$ cat src/rtl/core/bbfe_pkg.sv
// Shared types for the byte budget FIFO evictor: controller states, result kinds
// and the command/status bundles between controller and datapath.
// No dependencies.
package bbfe_pkg;

	typedef enum logic [1:0] {
		KIND_EVICT      = 2'd0,
		KIND_ACCEPT     = 2'd1,
		KIND_REJ_BUDGET = 2'd2,
		KIND_REJ_FULL   = 2'd3
	} kind_t;

	typedef enum logic [3:0] {
		ST_IDLE,
		ST_CHECK,
		ST_WALK_LD,
		ST_WALK_SUB,
		ST_DECIDE,
		ST_EMIT_LD,
		ST_EMIT,
		ST_ACCEPT,
		ST_REJ_BUDGET,
		ST_REJ_FULL
	} state_t;

	typedef struct packed {
		logic  load;       // latch item, total = in use + size, walk from oldest
		logic  walk;       // subtract one stored size, advance walk pointer
		logic  emit_init;  // rewind pointer to oldest for emission
		logic  emit;       // pop oldest entry, advance
		logic  commit;     // write new entry, update total
		logic  out_load;   // load output register
		kind_t out_kind;
	} bbfe_cmd_t;

	typedef struct packed {
		logic over_budget;
		logic walk_stop;
		logic empty;
		logic full_reject;
		logic no_evict;
		logic last_evict;
		logic out_free;
	} bbfe_sts_t;

endpackage

$ cat src/rtl/core/bbfe_ifs.sv
// Handshake channel interfaces: input item, result item and budget write.
// Depends on nothing.
interface bbfe_item_if;
	logic        valid;
	logic        ready;
	logic [31:0] item_bytes;
	logic [15:0] item_tag;
	modport source (output valid, output item_bytes, output item_tag, input ready);
	modport sink (input valid, input item_bytes, input item_tag, output ready);
endinterface

interface bbfe_result_if;
	logic        valid;
	logic        ready;
	logic [1:0]  result_kind;
	logic [15:0] result_tag;
	logic        last_result;
	modport source (output valid, output result_kind, output result_tag,
		output last_result, input ready);
	modport sink (input valid, input result_kind, input result_tag,
		input last_result, output ready);
endinterface

interface bbfe_cfg_if;
	logic        valid;
	logic        ready;
	logic [31:0] data;
	modport source (output valid, output data, input ready);
	modport sink (input valid, input data, output ready);
endinterface

$ cat src/rtl/core/bbfe_datapath.sv
// Datapath: entry store (size and tag memories), running totals, pointers,
// budget register and result output register. Uses bbfe_pkg.
module bbfe_datapath import bbfe_pkg::*; #(
	parameter int DEPTH     = 64,
	parameter int SIZE_BITS = 32
) (
	input  logic        clk,
	input  logic        arst_n,
	input  bbfe_cmd_t   cmd,
	output bbfe_sts_t   sts,
	input  logic [31:0] item_bytes,
	input  logic [15:0] item_tag,
	input  logic        cfg_we,
	input  logic [31:0] cfg_data,
	output logic        out_valid,
	input  logic        out_ready,
	output logic [1:0]  out_kind,
	output logic [15:0] out_tag,
	output logic        out_last
);

	localparam int IDX_W = (DEPTH > 1) ? $clog2(DEPTH) : 1;
	localparam int CNT_W = $clog2(DEPTH + 1);
	localparam int TOT_W = ((SIZE_BITS > 32) ? SIZE_BITS : 32) + 1;

	logic [SIZE_BITS-1:0] size_mem [DEPTH];
	logic [15:0]          tag_mem  [DEPTH];

	logic [31:0]          budget_q;
	logic [TOT_W-1:0]     bytes_q;
	logic [TOT_W-1:0]     total_q;
	logic [IDX_W-1:0]     oldest_q;
	logic [IDX_W-1:0]     newest_q;
	logic [IDX_W-1:0]     ptr_q;
	logic [CNT_W-1:0]     count_q;
	logic [CNT_W-1:0]     evict_q;
	logic [SIZE_BITS-1:0] size_q;
	logic [15:0]          tag_q;
	logic [SIZE_BITS-1:0] rd_size_q;
	logic [15:0]          rd_tag_q;
	logic                 out_valid_q;
	logic [1:0]           out_kind_q;
	logic [15:0]          out_tag_q;
	logic                 out_last_q;

	logic [TOT_W-1:0]     budget_ext;
	logic [TOT_W-1:0]     walk_rem;

	function automatic logic [IDX_W-1:0] wrap_next(input logic [IDX_W-1:0] p);
		return (p == IDX_W'(DEPTH - 1)) ? '0 : p + 1'b1;
	endfunction

	assign budget_ext = TOT_W'(budget_q);
	assign walk_rem   = total_q - TOT_W'(rd_size_q);

	always_comb begin
		sts.over_budget = total_q > budget_ext;
		sts.walk_stop   = (walk_rem < budget_ext) || (evict_q + 1'b1 == count_q);
		sts.empty       = count_q == '0;
		sts.full_reject = ((count_q - evict_q) >= CNT_W'(DEPTH))
			|| (evict_q >= CNT_W'(DEPTH));
		sts.no_evict    = evict_q == '0;
		sts.last_evict  = evict_q == CNT_W'(1);
		sts.out_free    = !out_valid_q || out_ready;
	end

	// Store: one write port, one registered read port following ptr_q.
	always_ff @(posedge clk) begin
		if (cmd.commit) begin
			size_mem[newest_q] <= size_q;
			tag_mem[newest_q]  <= tag_q;
		end
		rd_size_q <= size_mem[ptr_q];
		rd_tag_q  <= tag_mem[ptr_q];
	end

	always_ff @(posedge clk or negedge arst_n) begin
		if (!arst_n) begin
			budget_q    <= '0;
			bytes_q     <= '0;
			oldest_q    <= '0;
			newest_q    <= '0;
			count_q     <= '0;
			out_valid_q <= 1'b0;
		end else begin
			if (cfg_we)
				budget_q <= cfg_data;
			if (cmd.emit) begin
				oldest_q <= wrap_next(ptr_q);
				count_q  <= count_q - 1'b1;
			end
			if (cmd.commit) begin
				bytes_q  <= total_q;
				newest_q <= wrap_next(newest_q);
				count_q  <= count_q + 1'b1;
			end
			if (cmd.out_load)
				out_valid_q <= 1'b1;
			else if (out_ready)
				out_valid_q <= 1'b0;
		end
	end

	always_ff @(posedge clk) begin
		if (cmd.load) begin
			size_q  <= SIZE_BITS'(item_bytes);
			tag_q   <= item_tag;
			total_q <= bytes_q + TOT_W'(SIZE_BITS'(item_bytes));
			ptr_q   <= oldest_q;
			evict_q <= '0;
		end else if (cmd.walk) begin
			total_q <= walk_rem;
			ptr_q   <= wrap_next(ptr_q);
			evict_q <= evict_q + 1'b1;
		end else if (cmd.emit_init) begin
			ptr_q <= oldest_q;
		end else if (cmd.emit) begin
			ptr_q   <= wrap_next(ptr_q);
			evict_q <= evict_q - 1'b1;
		end
		if (cmd.out_load) begin
			out_kind_q <= cmd.out_kind;
			out_tag_q  <= (cmd.out_kind == KIND_EVICT) ? rd_tag_q : tag_q;
			out_last_q <= cmd.out_kind != KIND_EVICT;
		end
	end

	assign out_valid = out_valid_q;
	assign out_kind  = out_kind_q;
	assign out_tag   = out_tag_q;
	assign out_last  = out_last_q;

endmodule

$ cat src/rtl/core/bbfe_ctrl.sv
// Controller state machine: sequences the budget check, the eviction walk,
// the emission of evicted tags and the final result. Uses bbfe_pkg.
module bbfe_ctrl import bbfe_pkg::*; (
	input  logic      clk,
	input  logic      arst_n,
	input  logic      in_valid,
	output logic      in_ready,
	input  bbfe_sts_t sts,
	output bbfe_cmd_t cmd
);

	state_t state_q, state_d;

	always_ff @(posedge clk or negedge arst_n) begin
		if (!arst_n)
			state_q <= ST_IDLE;
		else
			state_q <= state_d;
	end

	always_comb begin
		state_d  = state_q;
		in_ready = 1'b0;
		cmd      = '0;
		cmd.out_kind = KIND_EVICT;
		unique case (state_q)
			ST_IDLE: begin
				in_ready = 1'b1;
				if (in_valid) begin
					cmd.load = 1'b1;
					state_d  = ST_CHECK;
				end
			end
			ST_CHECK: begin
				if (sts.over_budget && !sts.empty)
					state_d = ST_WALK_LD;
				else
					state_d = ST_DECIDE;
			end
			// Memory read is registered; settle data before subtracting.
			ST_WALK_LD: state_d = ST_WALK_SUB;
			ST_WALK_SUB: begin
				cmd.walk = 1'b1;
				state_d  = sts.walk_stop ? ST_DECIDE : ST_WALK_LD;
			end
			ST_DECIDE: begin
				if (sts.over_budget)
					state_d = ST_REJ_BUDGET;
				else if (sts.full_reject)
					state_d = ST_REJ_FULL;
				else if (sts.no_evict)
					state_d = ST_ACCEPT;
				else begin
					cmd.emit_init = 1'b1;
					state_d       = ST_EMIT_LD;
				end
			end
			ST_EMIT_LD: state_d = ST_EMIT;
			ST_EMIT: begin
				if (sts.out_free) begin
					cmd.out_load = 1'b1;
					cmd.out_kind = KIND_EVICT;
					cmd.emit     = 1'b1;
					state_d      = sts.last_evict ? ST_ACCEPT : ST_EMIT_LD;
				end
			end
			ST_ACCEPT: begin
				if (sts.out_free) begin
					cmd.out_load = 1'b1;
					cmd.out_kind = KIND_ACCEPT;
					cmd.commit   = 1'b1;
					state_d      = ST_IDLE;
				end
			end
			ST_REJ_BUDGET: begin
				if (sts.out_free) begin
					cmd.out_load = 1'b1;
					cmd.out_kind = KIND_REJ_BUDGET;
					state_d      = ST_IDLE;
				end
			end
			ST_REJ_FULL: begin
				if (sts.out_free) begin
					cmd.out_load = 1'b1;
					cmd.out_kind = KIND_REJ_FULL;
					state_d      = ST_IDLE;
				end
			end
			default: state_d = ST_IDLE;
		endcase
	end

endmodule

$ cat src/rtl/core/byte_budget_fifo_evictor_unit.sv
// Byte budget FIFO evictor, top level. Each input item offers an entry (size,
// tag); the unit keeps a FIFO of up to DEPTH entries whose byte total stays within
// the budget register, evicting oldest entries as needed and reporting each evicted
// tag before the accept, or a single reject when the entry cannot fit or the store
// is full. One item is processed at a time. Each stored entry walked by the eviction
// check, and each entry actually evicted (all walked entries or none), passes through
// a load state before its subtract or emit state, because the size and tag store has
// a single registered read port. The budget may be written whenever the unit is idle.
// Depends on bbfe_pkg, bbfe_ifs, bbfe_ctrl and bbfe_datapath.
module byte_budget_fifo_evictor_unit import bbfe_pkg::*; #(
	parameter int DEPTH     = 64,
	parameter int SIZE_BITS = 32
) (
	input  logic          clk,
	input  logic          arst_n,
	bbfe_cfg_if.sink      cfg,
	bbfe_item_if.sink     items,
	bbfe_result_if.source results
);

	bbfe_cmd_t   cmd;
	bbfe_sts_t   sts;
	logic [1:0]  out_kind;

	assign cfg.ready = 1'b1;

	bbfe_ctrl u_ctrl (
		.clk      (clk),
		.arst_n   (arst_n),
		.in_valid (items.valid),
		.in_ready (items.ready),
		.sts      (sts),
		.cmd      (cmd)
	);

	bbfe_datapath #(
		.DEPTH     (DEPTH),
		.SIZE_BITS (SIZE_BITS)
	) u_dp (
		.clk        (clk),
		.arst_n     (arst_n),
		.cmd        (cmd),
		.sts        (sts),
		.item_bytes (items.item_bytes),
		.item_tag   (items.item_tag),
		.cfg_we     (cfg.valid),
		.cfg_data   (cfg.data),
		.out_valid  (results.valid),
		.out_ready  (results.ready),
		.out_kind   (out_kind),
		.out_tag    (results.result_tag),
		.out_last   (results.last_result)
	);

	assign results.result_kind = out_kind;

endmodule

$ cat src/flat_wrapper.sv
// flat-port wrapper written by rule: the top's interface ports become plain ports
module byte_budget_fifo_evictor_unit_flat import bbfe_pkg::*;
#(
	parameter int DEPTH     = 64,
	parameter int SIZE_BITS = 32
)
  (clk, arst_n, cfg_valid, cfg_data, cfg_ready, items_valid, items_item_bytes, items_item_tag, items_ready, results_valid, results_result_kind, results_result_tag, results_last_result, results_ready);
  bbfe_cfg_if cfg_i ();
  bbfe_item_if items_i ();
  bbfe_result_if results_i ();
  input  logic clk;
  input  logic arst_n;
  input wire logic [$bits(cfg_i.valid)-1:0] cfg_valid;
  input wire logic [$bits(cfg_i.data)-1:0] cfg_data;
  output wire logic [$bits(cfg_i.ready)-1:0] cfg_ready;
  input wire logic [$bits(items_i.valid)-1:0] items_valid;
  input wire logic [$bits(items_i.item_bytes)-1:0] items_item_bytes;
  input wire logic [$bits(items_i.item_tag)-1:0] items_item_tag;
  output wire logic [$bits(items_i.ready)-1:0] items_ready;
  output wire logic [$bits(results_i.valid)-1:0] results_valid;
  output wire logic [$bits(results_i.result_kind)-1:0] results_result_kind;
  output wire logic [$bits(results_i.result_tag)-1:0] results_result_tag;
  output wire logic [$bits(results_i.last_result)-1:0] results_last_result;
  input wire logic [$bits(results_i.ready)-1:0] results_ready;
  assign cfg_i.valid = cfg_valid;
  assign cfg_i.data = cfg_data;
  assign cfg_ready = cfg_i.ready;
  assign items_i.valid = items_valid;
  assign items_i.item_bytes = items_item_bytes;
  assign items_i.item_tag = items_item_tag;
  assign items_ready = items_i.ready;
  assign results_valid = results_i.valid;
  assign results_result_kind = results_i.result_kind;
  assign results_result_tag = results_i.result_tag;
  assign results_last_result = results_i.last_result;
  assign results_i.ready = results_ready;
  byte_budget_fifo_evictor_unit #(.DEPTH(DEPTH), .SIZE_BITS(SIZE_BITS)) u_core (.clk(clk), .arst_n(arst_n), .cfg(cfg_i), .items(items_i), .results(results_i));
endmodule
$ cat config.mk
export PLATFORM = sky130hd
export DESIGN_NAME = byte_budget_fifo_evictor_unit_flat
export DESIGN_NICKNAME = d
export VERILOG_FILES = /design/src/rtl/core/bbfe_pkg.sv /design/src/rtl/core/bbfe_ifs.sv /design/src/rtl/core/bbfe_datapath.sv /design/src/rtl/core/bbfe_ctrl.sv /design/src/rtl/core/byte_budget_fifo_evictor_unit.sv /design/src/flat_wrapper.sv
export SDC_FILE = /design/constraint.sdc
export NUM_CORES = 2
export LEC_CHECK = 0
export ABC_AREA = 1
export BUFFER_PORTS_ARGS = -buffer_cell sky130_fd_sc_hd__buf_2
export CAP_MARGIN = 20
export CORE_MARGIN = 3
export CORE_UTILIZATION = 25
export DETAILED_ROUTE_END_ITERATION = 6
export PLACE_DENSITY = 0.4
export SYNTH_ARGS = -nofsm -noshare
export SYNTH_HDL_FRONTEND = slang
export SYNTH_SLANG_ARGS = --single-unit
$ cat constraint.sdc
create_clock -name clk -period 5.3 [get_ports clk]
set_input_delay 0.265 -clock clk [delete_from_list [all_inputs] [get_ports clk]]
set_output_delay 0.265 -clock clk [all_outputs]
set_load 0.03 [all_outputs]
==> impl_results.html <==
<table>
<tr><th>Metric</th><th>Value</th></tr>
<tr><th colspan="2">Floorplanning</th></tr>
<tr><td>Initial cell density of the core</td><td>25.15%</td></tr>
<tr><td>Die W</td><td>738.8 microns</td></tr>
<tr><td>Placement Rows</td><td>268</td></tr>
<tr><td>Die outline height</td><td>738.8 microns</td></tr>
<tr><td>Die footprint</td><td>545,800 sq um</td></tr>
<tr><td>Core Region</td><td>533,800 sq um</td></tr>
<tr><td>Number of top-level pins</td><td>107</td></tr>
<tr><th colspan="2">GRT</th></tr>
<tr><td>Total overflow reported by the global router</td><td>0</td></tr>
<tr><td>Number of global-route vias before repair</td><td>87,180</td></tr>
<tr><td>Grt met1 use</td><td>25.08%</td></tr>
<tr><td>Total global-route track usage</td><td>18.07%</td></tr>
<tr><td>Global-route wire length before repair</td><td>710,600 microns</td></tr>
<tr><td>Maximum number of pins on one net before global-route repair</td><td>182</td></tr>
<tr><td>Met2 Usage GRT</td><td>30.14%</td></tr>
<tr><td>Global-route track usage on met3</td><td>2.207%</td></tr>
<tr><td>Peak-usage layer in the global routing report</td><td>met2</td></tr>
<tr><td>Number of antenna violations at the first check in global routing</td><td>31</td></tr>
<tr><th colspan="2">Status</th></tr>
<tr><td>Result of the run</td><td>finished clean</td></tr>
<tr><th colspan="2">Clock network</th></tr>
<tr><td>Clock network latency to the later pin of the worst-skew pair</td><td>0.98 ns</td></tr>
<tr><td>Number of buffers added by the clock tree synthesis step</td><td>370</td></tr>
<tr><td>H-tree lvl count</td><td>5</td></tr>
<tr><td>Number of buffers inserted by hold repair at cts</td><td>190</td></tr>
<tr><td>Total clock sinks</td><td>3,322</td></tr>
<tr><td>Bufs on Longest Clock Path</td><td>4</td></tr>
<tr><td>Post-CTS clock slew at the launch and capture registers of the worst setup and hold paths</td><td>0.06 ns</td></tr>
<tr><td>Setup bufs post-CTS</td><td>0</td></tr>
<tr><td>Clock tree from TritonCTS</td><td>done</td></tr>
<tr><td>Cts repair resizes</td><td>0</td></tr>
<tr><td>Master cell of the clock root buffer</td><td>clkbuf_16</td></tr>
<tr><th colspan="2">Min path</th></tr>
<tr><td>Class of the tightest hold or removal check</td><td>primary input to flip-flop</td></tr>
<tr><th colspan="2">Critical path</th></tr>
<tr><td>Critical path buffers and inverters</td><td>3</td></tr>
<tr><td>Crit Path Category</td><td>flip-flop to flip-flop</td></tr>
<tr><td>Data arrival time of the critical path</td><td>5.44 ns</td></tr>
<tr><td>Cell with the largest stage delay on the worst path</td><td>dlygate4sd3_1</td></tr>
<tr><td>Cell repeated most along the worst path</td><td>nand2_1</td></tr>
<tr><td>Kind of start point of the critical path</td><td>flip-flop</td></tr>
<tr><td>Cell Chain, Critical Path</td><td>inv_1 -&gt; ha_1 -&gt; nand2_1 -&gt; nor2_1 -&gt; inv_1 -&gt; nor2_1 -&gt; nand4_1 -&gt; nand4_1 -&gt; xor2_1 -&gt; ha_1 -&gt; a21oi_1 -&gt; nor2_1 -&gt; a211oi_1 -&gt; nand2_1 -&gt; nand2_1 -&gt; nand2_1 -&gt; nand2_1 -&gt; nand2_1 -&gt; nand2_1 -&gt; nand2_1 -&gt; nand2_1 -&gt; nand2_1 -&gt; nand2_1 -&gt; dlygate4sd3_1</td></tr>
<tr><td>CP Data Required Time</td><td>6.23 ns</td></tr>
<tr><td>Gate family responsible for the most delay along the worst path</td><td>simple AND/OR/NAND/NOR gates</td></tr>
<tr><td>Endpoint class of the critical path</td><td>flip-flop</td></tr>
<tr><td>Crit path largest cell delay</td><td>0.54 ns</td></tr>
<tr><td>Critical path peak fanout</td><td>5</td></tr>
<tr><th colspan="2">Final layout</th></tr>
<tr><td>Design Area, Final</td><td>158,600 sq um</td></tr>
<tr><td>Layout area overhead</td><td>18.12%</td></tr>
<tr><td>Post-route core utilization</td><td>29.70%</td></tr>
<tr><td>Post-route insts no fill</td><td>18,160</td></tr>
<tr><td>Fraction of layout cells with a size suffix above 1</td><td>10.12%</td></tr>
<tr><td>Number of nets in the finished design</td><td>10,920</td></tr>
<tr><th colspan="2">Power and ir drop</th></tr>
<tr><td>Peak supply drop</td><td>0.0005586 V</td></tr>
<tr><td>Static Leakage</td><td>51.66 nW</td></tr>
<tr><td>Power per cell area</td><td>572.5 nW/um^2</td></tr>
<tr><th colspan="2">Route</th></tr>
<tr><td>Via count</td><td>90,120</td></tr>
<tr><td>Average wire per cell in the routed design</td><td>28.26 microns</td></tr>
<tr><td>Antenna violation net count after detailed routing</td><td>0</td></tr>
<tr><td>Count of unresolved DRC violations after routing</td><td>0</td></tr>
<tr><td>Iteration-0 DRC Markers</td><td>9,400</td></tr>
<tr><td>Post-Route WL</td><td>513,100 microns</td></tr>
<tr><td>DR pass1 iterations</td><td>7</td></tr>
<tr><td>Average via count per standard cell</td><td>4.963</td></tr>
<tr><th colspan="2">STA</th></tr>
<tr><td>Number of pins with negative max-slew slack in the final report</td><td>0</td></tr>
<tr><td>Final-layout worst hold slack</td><td>0.07784 ns</td></tr>
<tr><td>Final setup violating endpoints</td><td>0</td></tr>
<tr><td>Worst setup skew after layout</td><td>0.05970 ns</td></tr>
<tr><td>Total Neg Setup Slack</td><td>0 ns</td></tr>
<tr><td>Min Clock Period, post-route</td><td>4.513 ns</td></tr>
<tr><td>Final number of hold-violating endpoints</td><td>0</td></tr>
<tr><td>Part of the cycle the worst path needs</td><td>85.14%</td></tr>
<tr><td>RSZ-0062 raised after global routing</td><td>false</td></tr>
<tr><td>Slew HR</td><td>19.22%</td></tr>
<tr><td>Pin slew with the least headroom to its limit</td><td>1.199 ns</td></tr>
<tr><td>Highest achievable clock rate</td><td>221.6 MHz</td></tr>
<tr><th colspan="2">Synthesis</th></tr>
<tr><td>Synth Net Count</td><td>10,550</td></tr>
<tr><td>Most numerous cell types in the synthesized netlist</td><td>edfxtp_1 (3,178), nor2_1 (1,716), o21ai_0 (1,603), nand2_1 (922), o22ai_1 (665)</td></tr>
<tr><td>Area of the mapped netlist</td><td>134,200 sq um</td></tr>
<tr><td>Number of enable flip-flop cells after synthesis</td><td>3,178</td></tr>
<tr><td>Synthesis-stage register bit count</td><td>3,322</td></tr>
<tr><td>Register area share after synthesis</td><td>73.57%</td></tr>
<tr><td>Number of different library cells in the post-synthesis netlist</td><td>71</td></tr>
<tr><td>Ys flop type</td><td>edfxtp_1</td></tr>
<tr><td>Share of the synthesized area in the top cell type</td><td>71.09%</td></tr>
<tr><td>Synth area leader</td><td>edfxtp_1</td></tr>
<tr><td>Count of yosys warnings during synthesis</td><td>0</td></tr>
<tr><td>Proportion of synthesized flip-flops having asynchronous set or reset</td><td>2.679%</td></tr>
<tr><td>Syn avg cell area</td><td>13.01 sq um</td></tr>
<tr><td>Most used standard cell by instance count after synthesis</td><td>edfxtp_1</td></tr>
<tr><td>Top area cells in the synthesized netlist</td><td>edfxtp_1 (71%), o21ai_0 (6.0%), nor2_1 (4.8%)</td></tr>
<tr><td>Post-Syn Instances</td><td>10,320</td></tr>
<tr><th colspan="2">Placed design</th></tr>
<tr><td>Estimated wirelength of the detail-placed design</td><td>286,100 microns</td></tr>
<tr><td>Count of buffers from port buffering</td><td>105</td></tr>
<tr><td>Post-DP Area</td><td>144,700 sq um</td></tr>
<tr><td>Routability Congestion</td><td>0.8092</td></tr>
<tr><td>Placed Cells incl. Taps</td><td>17,280</td></tr>
<tr><th colspan="2">Flow run</th></tr>
<tr><td>Number of maximum-capacitance violations</td><td>0</td></tr>
</table>
[metal layers]
| metal | up-vias | wire length, microns |
|---|---|---|
| met1 | 47280 | 228600 |
| li1 | 39180 | - |
| met2 | 3025 | 243900 |
| met3 | 632 | 28200 |
| met5 | - | 0 |
| met4 | 0 | 12450 |
[cells in the final DEF, fill, tap and decap left out, types with 25 or more instances in the layout]
master	netlist	layout
edfxtp_1	3178	3178
nor2_1	1716	1652
o21ai_0	1603	1603
nand2_1	922	917
o22ai_1	665	665
clkbuf_16	0	382
a21oi_1	311	311
buf_4	73	293
inv_1	209	208
dlygate4sd3_1	0	189
ha_1	143	143
nand3_1	116	116
o221ai_1	108	108
buf_2	215	104
clkinv_1	3	89
dfrtp_1	89	89
clkbuf_1	304	85
mux2i_1	81	81
buf_12	0	74
nor2_4	0	66
dfxtp_1	55	55
clkinv_2	0	50
xor2_1	47	47
o21ai_1	45	45
a2111oi_0	39	39
bufinv_16	0	36
nor3_1	31	30
nand4_1	25	25
[area by class of cell]
class	count	area [sq um]
multi-input cells	6113	31870
fillers	53710	375300
diodes	11	27.53
inverters	220	894.6
clock buffers	471	9933
clock inverters	203	2003
repair buffers	662	6125
flip-flops and latches	3322	98760
well taps	7155	8952
[worst register-to-register path: cells and delay by family, from the launching register on]
kind / cells / cell delay [ns]
fa+ha+maj: 2 / 0.68
buf+inv: 3 / 0.75
xor+xnor: 1 / 0.25
compound gates: 2 / 0.29
flops: 1 / 0.52
simple gates: 16 / 1.98
[per-stage QoR]
step	power, mW	worst slack, ns
after detailed placement	65.53	1.252
after CTS	91.66	0.6996
after global placement	65.52	0.9536
final	90.77	0.7875
after floorplan	51.91	0.4129
after global routing	95.63	0.2556
[flip-flops by register name, summed over array words and instances (netlist names)]
signal	flops
u_core.u_dp.size_mem	2048
u_core.u_dp.count_q	7
u_core.u_dp.newest_q	6
u_core.u_dp.bytes_q	33
u_core.u_dp.tag_mem	1024
u_core.u_dp.out_kind	2
u_core.u_dp.out_tag	16
u_core.u_ctrl.state_q	4
u_core.u_dp.oldest_q	6
u_core.u_dp.tag_q	16
u_core.u_dp.ptr_q	6
u_core.u_dp.out_last	1
u_core.u_dp.size_q	32
u_core.u_dp.rd_size_q	32
u_core.u_dp.out_valid	1
u_core.u_dp.rd_tag_q	16
u_core.u_dp.evict_q	7
u_core.u_dp.total_q	33
u_core.u_dp.budget_q	32
[kinds of logic (layout without fill, tap and decap cells)]
kind of cell,count (synthesis),in the layout,synth area share (%)
DFF,3322,3322,73.57
muxes,98,98,0.7466
and+or+nand+nor,2845,2845,8.214
AOI/OAI and AO/OA,2956,2956,12.55
buffers and inverters,880,1556,3.103
adders and majority gates,146,146,1.378
other,1,12,0.002793
xor gates and xnor gates,67,67,0.4371
[worst paths after layout]
| kind | startpoint | to | slack [ns] | cells past startpoint |
|---|---|---|---|---|
| max | u_core.u_dp.rd_size_q[21] | u_core.u_ctrl.state_q[2] | 0.79 | 24 |
| min | items_item_tag[13] | u_core.u_dp.tag_q[13] | 0.08 | 2 |
| max reg2reg | u_core.u_dp.rd_size_q[21] | u_core.u_ctrl.state_q[2] | 0.79 | 24 |
| min reg2reg | u_core.u_dp.oldest_q[4] | u_core.u_dp.oldest_q[4] | 0.48 | 2 |
| max in group asynchronous | arst_n | u_core.u_dp.oldest_q[4] | 4.10 | 4 |
| min in group asynchronous | arst_n | u_core.u_dp.budget_q[7] | 0.40 | 4 |
[report_power, final]
group          switching, mW  internal (mW)  leakage [nW]
clock network           10.8           15.0          5.78
logic                   24.1           9.24          15.7
registers              0.775           30.9          30.2
total                   35.7           55.1          51.7
Power figures use the tool's default switching activity.
